<file path="config.mk">
export PLATFORM = sky130hd
export DESIGN_NAME = wrcm_sqrt
export DESIGN_NICKNAME = d
export VERILOG_FILES = /design/src/rtl/core/wrcm_pkg.sv /design/src/rtl/core/wrcm_sqrt.sv
export SDC_FILE = /design/constraint.sdc
export NUM_CORES = 1
export LEC_CHECK = 0
export BUFFER_PORTS_ARGS = -buffer_cell sky130_fd_sc_hd__buf_2
export CAP_MARGIN = 40
export CORE_UTILIZATION = 62
export DETAILED_ROUTE_END_ITERATION = 7
export PLACE_DENSITY_LB_ADDON = 0.12
export SLEW_MARGIN = 20
export SYNTH_ARGS = -nofsm -noshare
export SYNTH_HDL_FRONTEND = slang
export SYNTH_SLANG_ARGS = --single-unit
export TNS_END_PERCENT = 10
</file>
<file path="constraint.sdc">
create_clock -name i_clk -period 5.8 [get_ports i_clk]
set_clock_uncertainty 0.05 [all_clocks]
set_input_delay 0.29 -clock i_clk [delete_from_list [all_inputs] [get_ports i_clk]]
set_output_delay 0.29 -clock i_clk [all_outputs]
set_load 0.02 [all_outputs]
</file>
<file path="src/rtl/core/wrcm_pkg.sv">
// Shared constants, types and status struct for the windowed RMS current meter.
`timescale 1ns / 1ps

package wrcm_pkg;

    // field widths
    localparam int SMP_W   = 14;
    localparam int ZERO_W  = 13;
    localparam int SENS_W  = 10;
    localparam int WIN_W   = 13;
    localparam int LINE_W  = 13;
    localparam int RMS_W   = 20;
    localparam int PWR_W   = 23;
    localparam int CFG_W   = 13;

    // calibration
    localparam int CAL_SAMPLES = 50;
    localparam int CALCNT_W    = 6;
    localparam int CALSUM_W    = 19;

    // limits
    localparam int MAX_WINDOW   = 4096;
    localparam int MAX_VALID_MV = 5500;
    localparam int SENS_MIN     = 10;
    localparam int SENS_MAX     = 1000;
    localparam int MILLI        = 1000;
    localparam int RMS_MAX      = 1048575;
    localparam int POWER_MAX    = 8388607;

    // serial divider: dividend is left aligned, one quotient bit per cycle
    localparam int DIV_W  = 52;
    localparam int DVS_W  = 13;
    localparam int DCNT_W = 6;

    // serial multiplier: one multiplier bit per cycle
    localparam int MUL_W  = 20;
    localparam int MCNT_W = 5;

    // serial square root: two radicand bits per cycle
    localparam int SQRT_W  = 26;
    localparam int SCNT_W  = 5;

    // |diff| * 1000 and rms * line voltage widths
    localparam int CUR_W   = 23;
    localparam int PPROD_W = 33;

    // configuration register indexes
    localparam int REG_IDX_W = 2;
    typedef enum logic [REG_IDX_W-1:0] {
        REG_ZERO = 2'd0,
        REG_SENS = 2'd1,
        REG_WIN  = 2'd2,
        REG_LINE = 2'd3
    } t_reg_idx;

    // status of a multi-cycle arithmetic unit
    typedef struct packed {
        logic busy;
        logic done;
    } t_unit_stat;

endpackage

</file>
<file path="src/rtl/core/wrcm_sqrt.sv">
// Digit-serial integer square root, two radicand bits per cycle.
`timescale 1ns / 1ps

module wrcm_sqrt import wrcm_pkg::*; (
    input  logic                i_clk,
    input  logic                i_rst_n,
    input  logic                i_start,
    input  logic [2*SQRT_W-1:0] i_rad,
    output logic [SQRT_W-1:0]   o_root,
    output t_unit_stat          o_stat
);

    logic [2*SQRT_W-1:0] r_rad;
    logic [SQRT_W+1:0]   r_rem;
    logic [SQRT_W-1:0]   r_root;
    logic [SCNT_W-1:0]   r_cnt;
    logic                r_done;

    logic [SQRT_W+1:0]   rem_sh;
    logic [SQRT_W+1:0]   trial;
    logic                ge;

    // remainder is at most twice the partial root, so its top two bits are zero here
    assign rem_sh = {r_rem[SQRT_W-1:0], r_rad[2*SQRT_W-1 -: 2]};
    assign trial  = {r_root, 2'b01};
    assign ge     = (rem_sh >= trial);

    always_ff @(posedge i_clk) begin
        if (!i_rst_n) begin
            r_cnt  <= '0;
            r_done <= 1'b0;
        end else begin
            r_done <= 1'b0;
            if (i_start) begin
                r_cnt <= SCNT_W'(SQRT_W);
            end else if (r_cnt != '0) begin
                r_cnt <= r_cnt - SCNT_W'(1);
                if (r_cnt == SCNT_W'(1)) begin
                    r_done <= 1'b1;
                end
            end
        end
    end

    always_ff @(posedge i_clk) begin
        if (i_start) begin
            r_rad  <= i_rad;
            r_rem  <= '0;
            r_root <= '0;
        end else if (r_cnt != '0) begin
            r_rad  <= {r_rad[2*SQRT_W-3:0], 2'b00};
            r_rem  <= ge ? (rem_sh - trial) : rem_sh;
            r_root <= {r_root[SQRT_W-2:0], ge};
        end
    end

    assign o_root      = r_root;
    assign o_stat.busy = (r_cnt != '0);
    assign o_stat.done = r_done;

endmodule

</file>
==> run metrics, run 1 <==
Pre-Repair DR Iteration Count 4; switching share of power approximately two fifths; Worst Setup Path Type reg2reg; CP Max Fanout 15; RR Endpoint r_rem[15]$_SDFFE_PP0P_; fillcell total 733; Post-synth ARST share 0%; hold path endpoint r_cnt[1]$_SDFFE_PN0P_; CP Cell Sequence inv_1, ha_1, nor2b_1, o31ai_2, a21oi_2, a211oi_2, nor4b_2, or3_1, buf_4, mux2i_1, a211oi_1; Post-synth top cells nand2_1, dfxtp_1, edfxtp_1; post-synth top area share 26.1%; multiplexer share of the synthesized area around 12%; met2 wire length ~5.9 mm; Wirelength per Cell ~15 um; largest net degree at the start of global routing between 70 and 80; Buffers on Ports between 80 and 90; met3 WL between 600 and 700 um; DR iter-0 viols 231; initial antenna violation count 0; Area Overhead vs Synth 11.7%; post-synth cell types between 50 and 60; setup_tns 0 ns; # diodes 0; Worst-Margin Slew a little over 0.8 ns; status complete, no violations; CTS Buf Count 9; Net Switching 0.00128 W; DP Wirelength between 8 and 9 mm; Peak supply drop ~0.26 mV; die area between 0.01 and 0.015 mm^2; worst skew pair latency roughly 0.38 ns; Worst path slowest cell or3_1; share of layout cells above drive strength 1 24.0%; total gr overflow 0; fmax 306 MHz; GR Util All Layers roughly a quarter; Post-Syn Instances approximately 600; syn_area_per_cell ~10 um^2; # resized after CTS 0; RSZ-0062 raised after global routing false; ys flop type dfxtp_1; hold path cells 2; max-cap viol count 0; Post-Synth Simple-Gate Area 13.3%; Worst-path clk slew around 0.12 ns; XOR/XNOR Fraction of Synth Area 3.52%; number of enable flip-flop cells after synthesis 52; core area 0.00928 mm^2; syn nets ~690; clock root buffer clkbuf_8; routed wire length 12.4 mm; Die W approximately 100 um; Hold Vio Cnt, Final 0; Pwr Density around 470 mW/mm^2; # setup viols final 0; Ys Warns 0; Worst setup SP type flip-flop; CTS Sinks 110; largest family of logic cells by synthesized area compound AO/OA/AOI/OAI gates; CP arrival approximately 3.5 ns; Leak ~2.7 nW; IO Pins 83; Clock power frac between 10% and 20%; Internal Power ~0.0018 W; period utilization 56.4%; multi-input logic area 0.00298 mm^2; first-pass GRT wire length 20.2 mm; r2r setup slk 2.53 ns; Crit path largest cell delay between 0.5 and 0.6 ns; Worst EP required 6.04 ns; Cell Rows 35; vias per cell approximately 5.7; post-synthesis adder-cell area fraction 6.49%; vias in the first global route between 4000 and 5000; Yosys reg bits 110; Final Net Count about 760; Tot Pwr between 0.003 and 0.004 W; register area approximately 0.0027 mm^2; wire length on met1 between 5 and 6 mm; Worst Min Path Start i_rst_n; postcts setup bufs 0; sequential element share of the synthesized area 45.6%; via count roughly 4600; Comb power frac 52.0%; cell taking the most area after synthesis edfxtp_1; Synth area leaders edfxtp_1, dfxtp_1, mux2_2, ha_1, nand2_1; synthesized cell area approximately 0.0060 mm^2; die height around 100 um; FF-to-FF path depth 11; final slew viol count 0; count leader, synth nand2_1; drt drc 0; Max-slew headroom around 45%; H-tree levels 3; Initial Util around 64%; final RePlAce weighted congestion ~0.91; Hold WC Path Type in2reg; Synth Area in Compound Gates between 10 and 15%; clk buf depth 2; Tmin final around 3.3 ns; DRT antenna net count 0; Hold Buf Count CTS 0; Crit Reg-Reg Startpoint o_root[0]$_SDFFE_PP0P_; Worst setup EP type flip-flop; CTS tree done; highest routed layer met4; share of power burned in registers between 30 and 40%
cell families (layout without fill, tap and decap cells):
logic type                 after synthesis  count (layout)
AOI/OAI and AO/OA                      131             131
xor gates and xnor gates                24              24
adders and majority gates               31              31
buffers and inverters                   65             142
DFF                                    110             110
muxes                                   68              68
and+or+nand+nor                        170             170
area by class of cell:
cell class / instances / area share [%]
inverter: 38 / 2.14
multi-input combinational: 424 / 44.7
sequential: 110 / 40.8
clock inverter: 6 / 0.862
tap: 129 / 2.42
timing repair buffer: 88 / 7.23
clock buffer: 10 / 1.91
placed cells by master, fill, tap and decap left out, types with 3 or more instances in the layout:
| master | netlist | final |
|---|---|---|
| a21o_1 | 4 | 4 |
| and2_1 | 4 | 4 |
| nor3_1 | 5 | 5 |
| a211oi_1 | 17 | 17 |
| nand2_1 | 75 | 75 |
| clkbuf_8 | 0 | 9 |
| buf_2 | 1 | 81 |
| nor4_1 | 3 | 3 |
| nor2_1 | 42 | 42 |
| o21ai_1 | 9 | 9 |
| nand4_1 | 3 | 3 |
| o21bai_1 | 3 | 3 |
| nor3b_1 | 5 | 5 |
| buf_4 | 1 | 5 |
| xnor2_1 | 13 | 13 |
| or3_1 | 4 | 4 |
| o21ai_0 | 14 | 14 |
| nor2b_1 | 4 | 4 |
| inv_1 | 37 | 36 |
| and3_1 | 6 | 6 |
| a21oi_1 | 49 | 49 |
| a31oi_1 | 5 | 5 |
| o211ai_1 | 3 | 3 |
| ha_1 | 31 | 31 |
| mux2_2 | 50 | 50 |
| nand3b_1 | 3 | 3 |
| nand3_1 | 6 | 6 |
| mux2i_1 | 18 | 18 |
| o21a_1 | 7 | 7 |
| xor2_1 | 11 | 11 |
| a21boi_0 | 3 | 3 |
| edfxtp_1 | 52 | 52 |
| dfxtp_1 | 58 | 58 |
sequential cells by signal, summed over array words and instances (netlist names):
name    count
r_rem      26
r_rad      52
r_done      1
r_cnt       5
o_root     26
how the worst max path moves through the flow:
stage	start	to	slack [ns]	cells after the start
2_1_floorplan	o_root[3]$_SDFFE_PP0P_	r_rem[10]$_SDFFE_PP0P_	2.89	11
3_3_place_gp	o_root[3]$_SDFFE_PP0P_	r_rem[19]$_SDFFE_PP0P_	2.74	10
3_5_place_dp	o_root[3]$_SDFFE_PP0P_	r_rem[15]$_SDFFE_PP0P_	2.55	10
4_1_cts	o_root[3]$_SDFFE_PP0P_	r_rem[15]$_SDFFE_PP0P_	2.53	10
5_1_grt	o_root[0]$_SDFFE_PP0P_	r_rem[12]$_SDFFE_PP0P_	2.29	11
6_report	o_root[0]$_SDFFE_PP0P_	r_rem[15]$_SDFFE_PP0P_	2.53	11
per-layer routing:
| metal | track usage (%) | vias to the layer above |
|---|---|---|
| met5 | 0 | - |
| met2 | 42.1 | 114 |
| met3 | 4.67 | 16 |
| met4 | 7.25 | 0 |
| li1 | - | 2282 |
| met1 | 33.8 | 2163 |
metrics by stage:
stage                     hold slack [ns]  util (%)  area, um^2  std cells  setup WS, ns
after floorplan                     0.358         -        5980        599          2.89
after global placement              0.409      69.5        6450        787          2.74
after detailed placement            0.422      69.7        6470        788          2.55
after CTS                           0.119      71.7        6660        804          2.53
after global routing                0.127      71.9        6680        805          2.29
final                               0.138      71.9        6680        805          2.53
power by group through the flow:
stage	clock network [W]	registers [W]	logic (W)
finish	0.000452	0.00104	0.00162
global placement	0	0.00105	0.00154
detailed placement	0	0.00106	0.00159
global route	0.000485	0.00106	0.00178
CTS	0.000459	0.00104	0.00160
floorplan	0	0.00104	0.00131
critical path: cells and delay by family, from the launching register on:
kind / cells / cell delay, ns
DFF: 1 / 0.38
adders and majority gates: 1 / 0.35
muxes: 1 / 0.15
buffers and inverters: 2 / 0.34
AOI/OAI and AO/OA: 4 / 1.08
and+or+nand+nor: 3 / 0.81
No activity file was read; power rests on OpenSTA's default activity.
==> run 2: changes to the inputs <==
--- a/config.mk
+++ b/config.mk
@@ -7,7 +7,7 @@
 export LEC_CHECK = 0
 export BUFFER_PORTS_ARGS = -buffer_cell sky130_fd_sc_hd__buf_2
 export CAP_MARGIN = 40
-export CORE_UTILIZATION = 62
+export CORE_UTILIZATION = 52
 export DETAILED_ROUTE_END_ITERATION = 7
 export PLACE_DENSITY_LB_ADDON = 0.12
 export SLEW_MARGIN = 20
==> constraint.sdc (replaced) <==
create_clock -name i_clk -period 2.7 [get_ports i_clk]
set_clock_uncertainty 0.05 [all_clocks]
set_input_delay 0.135 -clock i_clk [delete_from_list [all_inputs] [get_ports i_clk]]
set_output_delay 0.135 -clock i_clk [all_outputs]
set_load 0.02 [all_outputs]
==> run 2 against run 1 <==
Net effect:
- clock-buffer cell count down 1
- worst hold slack worse by 0.12 ns
- sequential share of layout area down 4.0 points
- global-route usage down 1.8 points
- register-to-register slack worse by 2.5 ns
- maximum frequency up 23%
- critical path type unchanged
- largest cell class unchanged
==> run metrics, run 2 (synthesized netlist as in run 1, its figures left out) <==
status complete, no violations; Die W 109 um (+9.0%); fillcell total 879 (+20%); Comb power frac 54.7% (+2.7 points); Buffers on Ports 82 (unchanged); CTS Buf Count 9 (unchanged); vias in the first global route 4652 (+6.2%); largest net degree at the start of global routing 64 (-17%); multi-input logic area 0.00320 mm^2 (+7.4%); placed inst area 0.00686 mm^2 (+6.1%); Worst-path clk slew 0.07 ns (-0.05 ns); first-pass GRT wire length 21.4 mm (+6.4%); Max-slew headroom 57.0% (+12 points); hold path cells 2 (unchanged); most common cell after layout, fill and taps aside buf_2; Hold Buf Count CTS 0 (unchanged); Worst path slowest cell or4_4; FF-to-FF path depth 9 (-2); initial antenna violation count 0 (unchanged); Design Area, Final 0.00745 mm^2 (+12%); setup_tns 0 ns (unchanged); total gr overflow 0 (unchanged); GR Util All Layers 23.5% (-1.8 points); Peak supply drop 0.483 mV (+86%); Cell Rows 38 (+8.6%); die height 109 um (+9.0%); Worst setup SP type flip-flop; Top reg by flops r_rad; H-tree levels 3 (unchanged); Final Hold Slack 0.0132 ns (-0.125 ns); drt drc 0 (unchanged); Pwr Density 1100 mW/mm^2 (+130%); routed wire length 13.2 mm (+5.9%); Net Switching 0.00306 W (+140%); # diodes 0 (unchanged); Hold Vio Cnt, Final 0 (unchanged); Worst EP required 2.92 ns (-3.12 ns); final RePlAce weighted congestion 0.939 (+2.9%); final slew viol count 0 (unchanged); CP Max Fanout 3 (-12); Worst-Margin Slew 0.645 ns (-0.174 ns); CP Cell Sequence ha_4, a21o_1, a211o_1, or4_4, a31oi_4, o21ai_2, xor2_1, mux2i_1, a211oi_1; Internal Power 0.00510 W (+180%); most used routing layer met2; IO Pins 83 (unchanged); register area 0.00274 mm^2 (+0.64%); share of power burned in registers 27.8% (-5.7 points); max-cap viol count 0 (unchanged); Worst setup EP type flip-flop; DR iter-0 viols 181 (-22%); DRT antenna net count 0 (unchanged); M2 GR Usage 40.6% (-1.5 points); fmax 377 MHz (+23%); most frequent cells in the layout buf_2, nand2_1, buf_4, edfxtp_1, mux2_2; CTS Sinks 110 (unchanged); Pre-Repair DR Iteration Count 4 (unchanged); worst skew pair latency 0.35 ns (-0.03 ns); Layout Utilization 67.6% (-4.4 points); Hold WC Path Type in2reg; Leak 3.07 nW (+12%); Crit path largest cell delay 0.54 ns (about the same); Tmin final 2.65 ns (-0.619 ns); die area 0.0119 mm^2 (+19%); Wirelength per Cell 15.2 um (-1.6%); Initial Util 54.2% (-10 points); switching share of power 37.5% (-3.6 points); via count 4756 (+4.0%); Area Overhead vs Synth 24.7%; clk buf depth 2 (unchanged); core area 0.0110 mm^2 (+19%); met1 Use GR 28.7% (-5.1 points); dpl cells 846 (+7.4%); post-route insts no fill 867 (+7.7%); Final Net Count 808 (+6.7%); Worst Setup Path Type reg2reg; clock root buffer clkbuf_16; CP arrival 2.87 ns (-0.64 ns); DP Wirelength 9.44 mm (+9.2%); period utilization 98.1% (+42 points); # setup viols final 0 (unchanged); met3 usage 4.42% (-0.24 points); share of layout cells above drive strength 1 35.4% (+11 points); Clock power frac 17.5% (+3.0 points); vias per cell 5.49 (-3.5%); RSZ-0062 raised after global routing true; CTS tree done; max FFs per register 52 (unchanged)
[run 2: cell count changes in the layout (fill, tap and decap cells not counted), sizes merged]
cell,change
buf,+51
bufinv,+2
clkbuf,-1
clkinvlp,+1
inv,-2
[run 2: timing repair]
action | in CTS | in global routing
endpoints found under the setup margin | 17 | 25
cloned | 0 | 0
resized for setup | 7 | 49
pin swaps | 7 | 28
buffers inserted | 1 | 4
[run 2: layout make-up]
| type | count | area share (%) |
|---|---|---|
| Clock inverter | 7 | 1.26 |
| Inverter | 38 | 1.91 |
| Multi-Input combinational cell | 424 | 43.0 |
| Clock buffer | 9 | 3.02 |
| Tap cell | 140 | 2.35 |
| Sequential cell | 110 | 36.8 |
| Timing Repair Buffer | 139 | 11.7 |
[run 2: power groups by stage]
stage / sequential [W] / clock [W] / combinational, W
6_report: 0.00227 / 0.00143 / 0.00447
5_1_grt: 0.00230 / 0.00151 / 0.00486
4_1_cts: 0.00225 / 0.00146 / 0.00399
3_5_place_dp: 0.00229 / 0 / 0.00386
3_3_place_gp: 0.00228 / 0 / 0.00380
2_1_floorplan: 0.00224 / 0 / 0.00284
[run 2: worst paths after layout]
kind	startpoint	to	slack, ns
max	r_rem[8]$_SDFFE_PP0P_	r_rem[19]$_SDFFE_PP0P_	0.05
min	i_rst_n	r_cnt[1]$_SDFFE_PN0P_	0.01
max reg2reg	r_rem[8]$_SDFFE_PP0P_	r_rem[19]$_SDFFE_PP0P_	0.05
min reg2reg	o_root[4]$_SDFFE_PP0P_	o_root[4]$_SDFFE_PP0P_	0.42
[run 2: critical path: cells and delay by family, from the launching register on]
family,cells,cell delay (ns)
AOI/OAI and AO/OA,5,1.05
xor gates and xnor gates,1,0.22
adders and majority gates,1,0.24
DFF,1,0.35
muxes,1,0.12
and+or+nand+nor,1,0.54
[run 2: per-stage QoR]
| step | setup slack (ns) | power (W) |
|---|---|---|
| finish | 0.0501 | 0.00817 |
| global placement | 0.0112 | 0.00608 |
| detailed placement | -0.0496 | 0.00615 |
| CTS | -0.0110 | 0.00770 |
| floorplan | 0.00332 | 0.00508 |
| global route | -0.0203 | 0.00868 |
[run 2: metal layers]
layer / part of all wire, % / vias to the layer above
li1: - / 2384
met1: 44 / 2251
met2: 50 / 104
met3: 3.9 / 17
met4: 1.7 / 0
met5: 0 / -
==> run 3: changes to the inputs <==
--- a/config.mk
+++ b/config.mk
@@ -9,6 +9,7 @@
 export CAP_MARGIN = 40
 export CORE_UTILIZATION = 52
 export DETAILED_ROUTE_END_ITERATION = 7
+export MAX_ROUTING_LAYER = met4
 export PLACE_DENSITY_LB_ADDON = 0.12
 export SLEW_MARGIN = 20
 export SYNTH_ARGS = -nofsm -noshare
==> run 3 against run 2 <==
Net effect:
- combinational power rose by 7.4%
- first-iteration DRC count rose by 28%
- maximum frequency fell by 0.87%
- die area did not move
- cell area rose by 0.87%
- sequential share of layout area fell by 0.28 points
- power rose by 2.9%
==> run metrics, run 3 (synthesized netlist as in run 1, its figures left out) <==
switching share of power 38.1% (+0.64 points); Design Area, Final 0.00752 mm^2 (+0.87%); Worst-Margin Slew 0.673 ns (+0.0286 ns); CP arrival 2.90 ns (+0.03 ns); Comb power frac 57.1% (+2.4 points); Area Overhead vs Synth 25.8%; DRT antenna net count 0 (unchanged); Worst setup EP type flip-flop; Worst-path clk slew 0.07 ns (about the same); Worst EP required 2.92 ns (about the same); DP Wirelength 9.48 mm (+0.47%); RSZ-0062 raised after global routing true; fillcell total 877 (-0.23%); final RePlAce weighted congestion 0.873 (-7.0%); final setup margin 0.0268 ns (-0.0233 ns); # diodes 0 (unchanged); Initial Util 54.2% (unchanged); routed wire length 13.6 mm (+3.6%); most common cell after layout, fill and taps aside buf_2; Leak 3.09 nW (+0.73%); Net Switching 0.00320 W (+4.6%); Pre-Repair DR Iteration Count 5 (+1); clk buf depth 2 (unchanged); Tot Pwr 0.00840 W (+2.9%); total gr overflow 0 (unchanged); GR Util All Layers 23.4% (about the same); status complete, no violations; Peak supply drop 0.532 mV (+10%); post-route insts no fill 872 (+0.58%); Hold Vio Cnt, Final 0 (unchanged); DR iter-0 viols 232 (+28%); initial antenna violation count 0 (unchanged); IO Pins 83 (unchanged); die height 109 um (unchanged); Die W 109 um (unchanged); vias per cell 5.55 (+1.1%); final slew viol count 0 (unchanged); share of power burned in registers 27.0% (-0.8 points); Clock power frac 15.9% (-1.6 points); die area 0.0119 mm^2 (unchanged); Hold WC Path Type in2reg; Top reg by flops r_rad; Cell Rows 38 (unchanged); Tmin final 2.67 ns (+0.0233 ns); placed inst area 0.00685 mm^2 (-0.26%); Final Net Count 813 (+0.62%); worst skew pair latency 0.35 ns (about the same); # setup viols final 0 (unchanged); Max-slew headroom 55.1% (-1.9 points); max-cap viol count 0 (unchanged); Internal Power 0.00520 W (+1.8%); max FFs per register 52 (unchanged); most frequent cells in the layout buf_2, nand2_1, buf_4, edfxtp_1, mux2_2; fmax 374 MHz (-0.87%); CTS tree done; first-pass GRT wire length 21.0 mm (-2.3%); clock root buffer clkbuf_16; drt drc 0 (unchanged); CTS Buf Count 9 (unchanged); dpl cells 842 (-0.47%); H-tree levels 3 (unchanged); Pwr Density 1120 mW/mm^2 (+2.0%); vias in the first global route 4512 (-3.0%); CP Max Fanout 12 (+9); via count 4837 (+1.7%); share of layout cells above drive strength 1 36.3% (+0.99 points); pre-CTS setup slack -0.0976 ns (-0.0480 ns); largest net degree at the start of global routing 64 (unchanged); Buffers on Ports 82 (unchanged); CTS Sinks 110 (unchanged); Wirelength per Cell 15.6 um (+3.0%); Worst setup SP type flip-flop; Worst Setup Path Type reg2reg; period utilization 99.0% (+0.86 points); core area 0.0110 mm^2 (unchanged)
run 3: changes by cell type in the layout (fill, tap and decap cells not counted), moves of 2 or more:
cell and delta:
dfxtp_1 -2, dfxtp_2 +2, clkbuf_1 +2, buf_4 +5, ha_1 -2
run 3: worst max-delay path, stage by stage, from the launching register on:
cell and delay [ns]:
dfxtp_4 0.35, inv_2 0.04, ha_4 0.22, nor2b_2 0.17, o31ai_4 0.30, a21oi_2 0.12, a211oi_2 0.31, nor4b_4 0.09
or3_4 0.37, buf_12 0.17, mux2i_4 0.19, a211oi_2 0.21
run 3: what timing repair did:
| action | CTS | global route |
|---|---|---|
| endpoints found under the hold margin | 1 | 0 |
| setup buffers | 8 | 5 |
| hold buffers | 1 | 0 |
| resized for setup | 18 | 44 |
| pin swaps | 8 | 18 |
| endpoints found under the setup margin | 22 | 25 |
run 3: path summary, 6_finish.rpt:
kind         slack (ns)                 endpoint  cells past startpoint                    start
min reg2reg        0.42  o_root[25]$_SDFFE_PP0P_                      2  o_root[25]$_SDFFE_PP0P_
max                0.03   r_rem[12]$_SDFFE_PP0P_                     11   o_root[0]$_SDFFE_PP0P_
max reg2reg        0.03   r_rem[12]$_SDFFE_PP0P_                     11   o_root[0]$_SDFFE_PP0P_
min                0.02   r_rad[0]$_SDFFCE_PN0P_                      2                 i_rad[0]
run 3: per-stage QoR:
| stage | util [%] | hold slack, ns | TNS (ns) |
|---|---|---|---|
| 4_1_cts | 65.9 | 0.00836 | -0.0247 |
| 6_report | 68.1 | 0.0192 | 0 |
| 2_1_floorplan | - | 0.203 | 0 |
| 3_5_place_dp | 62.1 | 0.372 | -0.757 |
| 3_3_place_gp | 62.1 | 0.366 | -0.0380 |
| 5_1_grt | 68.1 | 0.0153 | -0.320 |
run 3: metal layers:
layer	wire, um	global-route usage (%)
met5	0	-
met4	307	10.1
met2	6630	38.7
met1	6200	28.8
met3	505	3.11
run 3: power groups by stage:
stage               clock, W  combinational [W]  sequential (W)
floorplan                  0            0.00284         0.00224
global placement           0            0.00388         0.00228
detailed placement         0            0.00393         0.00229
CTS                  0.00136            0.00425         0.00225
global route         0.00141            0.00518         0.00230
finish               0.00133            0.00480         0.00227
run 3: cell type report:
class,count,area [um^2],area share [%]
multi-input cells,424,3260,43.4
flip-flops and latches,110,2740,36.5
repair buffers,144,906,12.1
clock buffers,11,233,3.10
well taps,140,175,2.33
inverters,38,143,1.90
clock inverters,5,57.6,0.766
